==> src/design/toas_pkg.sv <==
// Package with shared types, constants and state encodings for the activity scheduler.
package toas_pkg;

    localparam int SLOTS        = 16;
    localparam int TIME_BITS    = 48;
    localparam int PAYLOAD_BITS = 32;
    localparam int IDX_BITS     = $clog2(SLOTS);
    localparam int LINK_BITS    = IDX_BITS + 1;
    localparam int COUNT_BITS   = 5;

    localparam logic [LINK_BITS-1:0] NULL_LINK = LINK_BITS'(SLOTS);

    typedef enum logic [1:0] {
        ST_OK   = 2'd0,
        ST_FULL = 2'd1,
        ST_NONE = 2'd2
    } t_status;

    localparam logic REQ_PUSH = 1'b0;
    localparam logic REQ_POP  = 1'b1;

    typedef struct packed {
        logic                    req_type;
        logic [TIME_BITS-1:0]    item_timestamp;
        logic [PAYLOAD_BITS-1:0] item_data;
        logic [TIME_BITS-1:0]    now_time;
    } t_req;

    typedef struct packed {
        logic [1:0]              status;
        logic [TIME_BITS-1:0]    out_timestamp;
        logic [PAYLOAD_BITS-1:0] out_data;
        logic [COUNT_BITS-1:0]   entry_count;
    } t_rsp;

    typedef enum logic [3:0] {
        S_IDLE,
        S_FIND,
        S_WALK_RD,
        S_WALK_CMP,
        S_LINK,
        S_POP_RD,
        S_POP_CMP,
        S_DONE
    } t_state;

    // Commands from the controller to the datapath.
    typedef struct packed {
        logic load;
        logic find_init;
        logic find_step;
        logic walk_init;
        logic walk_read;
        logic walk_adv;
        logic commit_push;
        logic pop_read;
        logic commit_pop;
        logic rsp_full;
        logic rsp_none;
        logic rsp_ok_push;
        logic rsp_ok_pop;
    } t_cmd;

    // Status from the datapath to the controller.
    typedef struct packed {
        logic is_pop;
        logic full;
        logic empty;
        logic find_hit;
        logic find_last;
        logic walk_end;
        logic walk_go;
        logic pop_due;
    } t_stat;

endpackage

==> src/design/toas_ctrl.sv <==
// Controller state machine that sequences push and pop transactions.
module toas_ctrl import toas_pkg::*; (
    input  logic  i_clk,
    input  logic  i_rst_n,
    input  logic  i_start,
    input  t_stat i_stat,
    output t_cmd  o_cmd,
    output logic  o_busy
);

    t_state r_state, n_state;

    always_ff @(posedge i_clk) begin
        if (!i_rst_n) begin
            r_state <= S_IDLE;
        end else begin
            r_state <= n_state;
        end
    end

    always_comb begin
        n_state = r_state;
        o_cmd   = '0;
        o_busy  = (r_state != S_IDLE);
        case (r_state)
            S_IDLE: begin
                if (i_start) begin
                    o_cmd.load = 1'b1;
                    n_state    = S_DONE;
                end
            end
            S_DONE: begin
                if (i_stat.is_pop) begin
                    if (i_stat.empty) begin
                        o_cmd.rsp_none = 1'b1;
                        n_state        = S_IDLE;
                    end else begin
                        o_cmd.pop_read = 1'b1;
                        n_state        = S_POP_RD;
                    end
                end else if (i_stat.full) begin
                    o_cmd.rsp_full = 1'b1;
                    n_state        = S_IDLE;
                end else begin
                    o_cmd.find_init = 1'b1;
                    n_state         = S_FIND;
                end
            end
            S_FIND: begin
                if (i_stat.find_hit) begin
                    o_cmd.walk_init = 1'b1;
                    n_state         = S_WALK_RD;
                end else if (i_stat.find_last) begin
                    o_cmd.rsp_full = 1'b1;
                    n_state        = S_IDLE;
                end else begin
                    o_cmd.find_step = 1'b1;
                end
            end
            S_WALK_RD: begin
                if (i_stat.walk_end) begin
                    n_state = S_LINK;
                end else begin
                    o_cmd.walk_read = 1'b1;
                    n_state         = S_WALK_CMP;
                end
            end
            S_WALK_CMP: begin
                if (i_stat.walk_go) begin
                    o_cmd.walk_adv = 1'b1;
                    n_state        = S_WALK_RD;
                end else begin
                    n_state = S_LINK;
                end
            end
            S_LINK: begin
                o_cmd.commit_push = 1'b1;
                o_cmd.rsp_ok_push = 1'b1;
                n_state           = S_IDLE;
            end
            S_POP_RD: begin
                n_state = S_POP_CMP;
            end
            S_POP_CMP: begin
                if (i_stat.pop_due) begin
                    o_cmd.commit_pop = 1'b1;
                    o_cmd.rsp_ok_pop = 1'b1;
                end else begin
                    o_cmd.rsp_none = 1'b1;
                end
                n_state = S_IDLE;
            end
            default: begin
                n_state = S_IDLE;
            end
        endcase
    end

endmodule

==> src/design/toas_dp.sv <==
// Datapath with the slot memories, list pointers and result register.
module toas_dp import toas_pkg::*; (
    input  logic  i_clk,
    input  logic  i_rst_n,
    input  t_req  i_req,
    input  t_cmd  i_cmd,
    output t_stat o_stat,
    output logic  o_strobe,
    output t_rsp  o_rsp
);

    logic [TIME_BITS-1:0]    r_mem_time [SLOTS];
    logic [PAYLOAD_BITS-1:0] r_mem_data [SLOTS];
    logic [LINK_BITS-1:0]    r_mem_next [SLOTS];
    logic [SLOTS-1:0]        r_busy;
    logic [LINK_BITS-1:0]    r_head;
    logic [COUNT_BITS-1:0]   r_count;
    logic [IDX_BITS-1:0]     r_alloc;

    t_req                    r_req;
    logic [IDX_BITS-1:0]     r_find;
    logic [IDX_BITS:0]       r_tries;
    logic [LINK_BITS-1:0]    r_before;
    logic [LINK_BITS-1:0]    r_after;
    logic [IDX_BITS:0]       r_steps;
    logic [TIME_BITS-1:0]    r_rd_time;
    logic [PAYLOAD_BITS-1:0] r_rd_data;
    logic [LINK_BITS-1:0]    r_rd_next;
    logic                    r_strobe;
    t_rsp                    r_rsp;
    t_rsp                    n_rsp;

    logic [IDX_BITS-1:0] w_after_idx;
    logic [IDX_BITS-1:0] w_head_idx;
    logic [IDX_BITS-1:0] w_before_idx;

    assign w_after_idx  = r_after[IDX_BITS-1:0];
    assign w_head_idx   = r_head[IDX_BITS-1:0];
    assign w_before_idx = r_before[IDX_BITS-1:0];

    assign o_stat.is_pop    = (r_req.req_type == REQ_POP);
    assign o_stat.full      = (r_count >= COUNT_BITS'(SLOTS));
    assign o_stat.empty     = (r_count == '0) || (r_head >= NULL_LINK);
    assign o_stat.find_hit  = !r_busy[r_find];
    assign o_stat.find_last = (r_tries == (IDX_BITS+1)'(SLOTS - 1));
    assign o_stat.walk_end  = (r_after >= NULL_LINK) || (r_steps == (IDX_BITS+1)'(SLOTS));
    assign o_stat.walk_go   = (r_rd_time <= r_req.item_timestamp);
    assign o_stat.pop_due   = (r_rd_time <= r_req.now_time);

    always_ff @(posedge i_clk) begin
        if (i_cmd.load) begin
            r_req <= i_req;
        end
        if (i_cmd.find_init) begin
            r_find  <= r_alloc;
            r_tries <= '0;
        end else if (i_cmd.find_step) begin
            r_find  <= r_find + 1'b1;
            r_tries <= r_tries + 1'b1;
        end
        if (i_cmd.walk_init) begin
            r_before <= NULL_LINK;
            r_after  <= r_head;
            r_steps  <= '0;
        end else if (i_cmd.walk_adv) begin
            r_before <= r_after;
            r_after  <= (r_rd_next >= NULL_LINK) ? NULL_LINK : r_rd_next;
            r_steps  <= r_steps + 1'b1;
        end
        if (i_cmd.walk_read) begin
            r_rd_time <= r_mem_time[w_after_idx];
            r_rd_next <= r_mem_next[w_after_idx];
        end else if (i_cmd.pop_read) begin
            r_rd_time <= r_mem_time[w_head_idx];
            r_rd_data <= r_mem_data[w_head_idx];
            r_rd_next <= r_mem_next[w_head_idx];
        end
        if (i_cmd.commit_push) begin
            r_mem_time[r_find] <= r_req.item_timestamp;
            r_mem_data[r_find] <= r_req.item_data;
            r_mem_next[r_find] <= r_after;
            if (r_before < NULL_LINK) begin
                r_mem_next[w_before_idx] <= {1'b0, r_find};
            end
        end
    end

    always_ff @(posedge i_clk) begin
        if (!i_rst_n) begin
            r_busy   <= '0;
            r_head   <= NULL_LINK;
            r_count  <= '0;
            r_alloc  <= '0;
            r_strobe <= 1'b0;
        end else begin
            r_strobe <= i_cmd.rsp_full | i_cmd.rsp_none | i_cmd.rsp_ok_push | i_cmd.rsp_ok_pop;
            if (i_cmd.commit_push) begin
                r_busy[r_find] <= 1'b1;
                r_alloc        <= r_find + 1'b1;
                r_count        <= r_count + 1'b1;
                if (r_before >= NULL_LINK) begin
                    r_head <= {1'b0, r_find};
                end
            end
            if (i_cmd.commit_pop) begin
                r_busy[w_head_idx] <= 1'b0;
                r_head             <= (r_rd_next >= NULL_LINK) ? NULL_LINK : r_rd_next;
                r_count            <= r_count - 1'b1;
            end
        end
    end

    always_comb begin
        n_rsp             = '0;
        n_rsp.status      = ST_OK;
        n_rsp.entry_count = r_count;
        if (i_cmd.rsp_full) begin
            n_rsp.status = ST_FULL;
        end else if (i_cmd.rsp_none) begin
            n_rsp.status = ST_NONE;
        end else if (i_cmd.rsp_ok_push) begin
            n_rsp.entry_count = r_count + 1'b1;
        end else if (i_cmd.rsp_ok_pop) begin
            n_rsp.out_timestamp = r_rd_time;
            n_rsp.out_data      = r_rd_data;
            n_rsp.entry_count   = r_count - 1'b1;
        end
    end

    always_ff @(posedge i_clk) begin
        r_rsp <= n_rsp;
    end

    assign o_strobe = r_strobe;
    assign o_rsp    = r_rsp;

endmodule

==> src/design/time_ordered_activity_scheduler.sv <==
// Top level of the time-ordered activity scheduler.
//   Channel   Handshake           Payload
//   request   start, busy         i_req (t_req)
//   result    o_valid strobe      o_rsp (t_rsp)
// A pop reads the head entry and returns it if its time is not after now_time;
// an empty store gives no entry. A push answers full when the store is full, else
// it probes slots for a free one, then walks the list and links the new entry.
// Synchronous active-low reset empties the store at once.
// The result appears for one cycle and busy falls with it.
module time_ordered_activity_scheduler import toas_pkg::*; (
    input  logic i_clk,
    input  logic i_rst_n,
    input  logic start,
    output logic busy,
    input  t_req i_req,
    output logic o_valid,
    output t_rsp o_rsp
);

    t_cmd  w_cmd;
    t_stat w_stat;
    logic  w_busy;
    logic  w_start;

    assign w_start = start & ~o_valid;

    toas_ctrl u_ctrl (
        .i_clk   (i_clk),
        .i_rst_n (i_rst_n),
        .i_start (w_start),
        .i_stat  (w_stat),
        .o_cmd   (w_cmd),
        .o_busy  (w_busy)
    );

    toas_dp u_dp (
        .i_clk    (i_clk),
        .i_rst_n  (i_rst_n),
        .i_req    (i_req),
        .i_cmd    (w_cmd),
        .o_stat   (w_stat),
        .o_strobe (o_valid),
        .o_rsp    (o_rsp)
    );

    assign busy = w_busy | o_valid;

endmodule

==> config.mk <==
export PLATFORM = sky130hd
export DESIGN_NAME = time_ordered_activity_scheduler
export DESIGN_NICKNAME = d
export VERILOG_FILES = /design/src/design/toas_pkg.sv /design/src/design/toas_ctrl.sv /design/src/design/toas_dp.sv /design/src/design/time_ordered_activity_scheduler.sv
export SDC_FILE = /design/constraint.sdc
export NUM_CORES = 2
export LEC_CHECK = 0
export BUFFER_PORTS_ARGS = -buffer_cell sky130_fd_sc_hd__buf_4
export CORE_UTILIZATION = 65
export CTS_BUF_LIST = sky130_fd_sc_hd__clkbuf_8
export DETAILED_ROUTE_END_ITERATION = 12
export GPL_ROUTABILITY_DRIVEN = 1
export HOLD_SLACK_MARGIN = 0.06
export PLACE_DENSITY = 0.88
export SLEW_MARGIN = 20
export SYNTH_ARGS = -nofsm -noshare
export SYNTH_HDL_FRONTEND = slang
export SYNTH_HIERARCHICAL = 1
export SYNTH_SLANG_ARGS = --single-unit
==> constraint.sdc <==
create_clock -name i_clk -period 24.8 [get_ports i_clk]
set_input_delay 1.24 -clock i_clk [delete_from_list [all_inputs] [get_ports i_clk]]
set_output_delay 1.24 -clock i_clk [all_outputs]
set_load 0.005 [all_outputs]
==> metrics.csv <==
metric;value;unit
viasPerCell;7.01;
max_stage_delay;800;ps
grt_max_degree;165;
hold_viol;0;
fp-row-count;122;
syn_to_final_growth;11.8;%
dp_hpwl;98000;um
synth_edf_count;1567;
cp.required;25630;ps
finalNonFillerCells;5705;
grt_overflow;0;
core_area;111000;sq um
cts_buffer_depth;4;
slew_headroom;0.196;
timing.final.crit_period;5020;ps
post_cts_resize_count;0;
crit_path_start_kind;flop;
hold_path.class;in -> reg;
max_freq;199;MHz
yosys-top-cells-area;edfxtp_1, mux4_2, dfxtp_1;
drt_pass1_iterations;6;
outcome;completed;
globalRouteTotalUtil;0.322;
finalSetupTns;0;ps
slowest_stage;nor2_1;
dpl_worst_slack;19370;ps
crit_family;compound AO/OA/AOI/OAI gates;
drv_cap;0;
holdPathStages;1;
setup_slack;19780;ps
remaining_drc_errors;0;
clock-root-buffer;clkbuf_8;
routedWlPerCell;31.6;um
final_core_util;0.737;
path_buf_inv;1;
cts_setup_buffers;0;
fin_skew;87.9;ps
cts_tree;built;
slew_violations;0;
grt_pass1_vias;41500;
yosysTopAreaCellShare;0.641;
path_cells;inv_1, ha_1, nor2b_1, o211ai_1, a2111oi_0, o41a_1, o41a_1, o21ai_0, nand2_1, nor2_1, or2_2, mux2_2;
crit_top_cell;o41a_1;
synthTopCellsByCount;edfxtp_1, mux4_2, nand2_1;
place_congestion;0.860;
cp_max_fo;17;
dp.cells;5205;
ys.flop_type;edfxtp_1;
grt_pass1_wl;263000;um
async_flop_share;0;
reg2reg_depth;12;
synth_nets;3904;
end_kind;flop;
htree_levels;5;
crit_arrival;5850;ps
yosysMostFrequentCell;edfxtp_1;
cts_buffers;286;
die_x;338;um
cts_hold_buf;0;
drt-total-wl;180000;um
final_area;82100;sq um
vdd.ir_drop.worst;0.000113;V
grt_antenna_before_repair;7;
period_share;0.203;
syn_inst;3665;
worst_slew_pin_slew;1210;ps
drtAntennaViolNets;0;
io_pins;221;
via_count;40000;
p_leak;27.2;nW
ys_seq_elements;1727;
p_total;8.34;mW
yosysSeqAreaShare;0.685;
whs;422;ps
finalSetupViolations;0;
synth_area_per_cell;20.0;sq um
yosys_warnings;6;
crit_cells;12;
yosys.area.top_type;edfxtp_1;
p_per_area;102;nW/um^2
initial_core_util;0.660;
insertion_delay;990;ps
nets;4251;
drt-initial-drc-count;5618;
place_area;76700;sq um
clkTransAtPathRegs;60;ps
die_h;338;um
rsz0062_at_grt;no;
syn_area;73400;sq um
r2r_setup_slack;19780;ps
dieArea;114000;sq um
crit_type;reg -> reg;
ys_types;62;
cts_num_sinks;1727;
drive_gt1_frac;0.350;
io_buffers;220;
registers in the layout (all words and copies together), names as in the netlist, 16 cells and up, named ones only:
signal           flops
u_dp/r_mem_time    768
u_dp/r_req         128
u_dp/r_mem_next     80
u_dp/o_rsp          87
u_dp/r_rd_data      32
u_dp/r_rd_time      48
u_dp/r_mem_data    512
u_dp/r_busy         16
layout by cell type, fill, tap and decap left out, types with 44 or more instances in the layout:
cell      instances
and3_1           82
buf_4           283
ha_1            107
nand2_1         193
nor2_1           63
mux4_2          695
clkbuf_8        315
o21ai_0          97
edfxtp_1       1567
clkinv_1         44
inv_1           198
mux2_2           65
dfxtp_1         148
a21oi_1          51
layer usage:
metal,share of wire,routed length [um],vias to the layer above,track usage
li1,-,-,16000,-
met1,0.34,61100,20400,0.421
met2,0.50,91000,2984,0.527
met3,0.11,19700,582,0.0655
met4,0.048,8580,8,0.150
met5,0.00025,46,-,0
final cells by class:
type	instances	area, sq um
diodes	3	7.51
clock buffers	315	4340
clock inverters	175	867
fillers	5861	29200
inverters	107	404
multi-input cells	1597	21900
flip-flops and latches	1727	50300
well taps	1488	1860
repair buffers	293	2360
power by group:
part / switching (mW) / leakage [nW] / internal [mW] / total, mW
Clock: 1.10 / 3.01 / 1.21 / 2.31
Sequential: 0.382 / 15.5 / 3.59 / 3.97
Combinational: 0.941 / 8.65 / 1.11 / 2.05
cells by family (layout without fill, tap and decap cells):
kind of cell | after synthesis | after routing | synth area share
adder cells (fa/ha/maj) | 107 | 107 | 0.0182
buffers and inverters | 341 | 890 | 0.0195
flip-flops | 1727 | 1727 | 0.685
AND/OR/NAND/NOR | 470 | 470 | 0.0310
other | 0 | 3 | 0
XOR/XNOR | 14 | 14 | 0.00167
multiplexers | 782 | 782 | 0.226
AO/OA/AOI/OAI | 224 | 224 | 0.0188
worst paths after layout:
check                                     from                         to
setup / recovery      u_dp/r_req[81]$_DFFE_PP_                       flop
hold / removal                       i_req[91]   u_dp/r_req[91]$_DFFE_PP_
setup reg to reg      u_dp/r_req[81]$_DFFE_PP_                       flop
hold reg to reg   u_dp/r_rd_data[29]$_DFFE_PP_  u_dp/o_rsp[34]$_SDFF_PP0_
No activity file was read; power rests on OpenSTA's default activity.
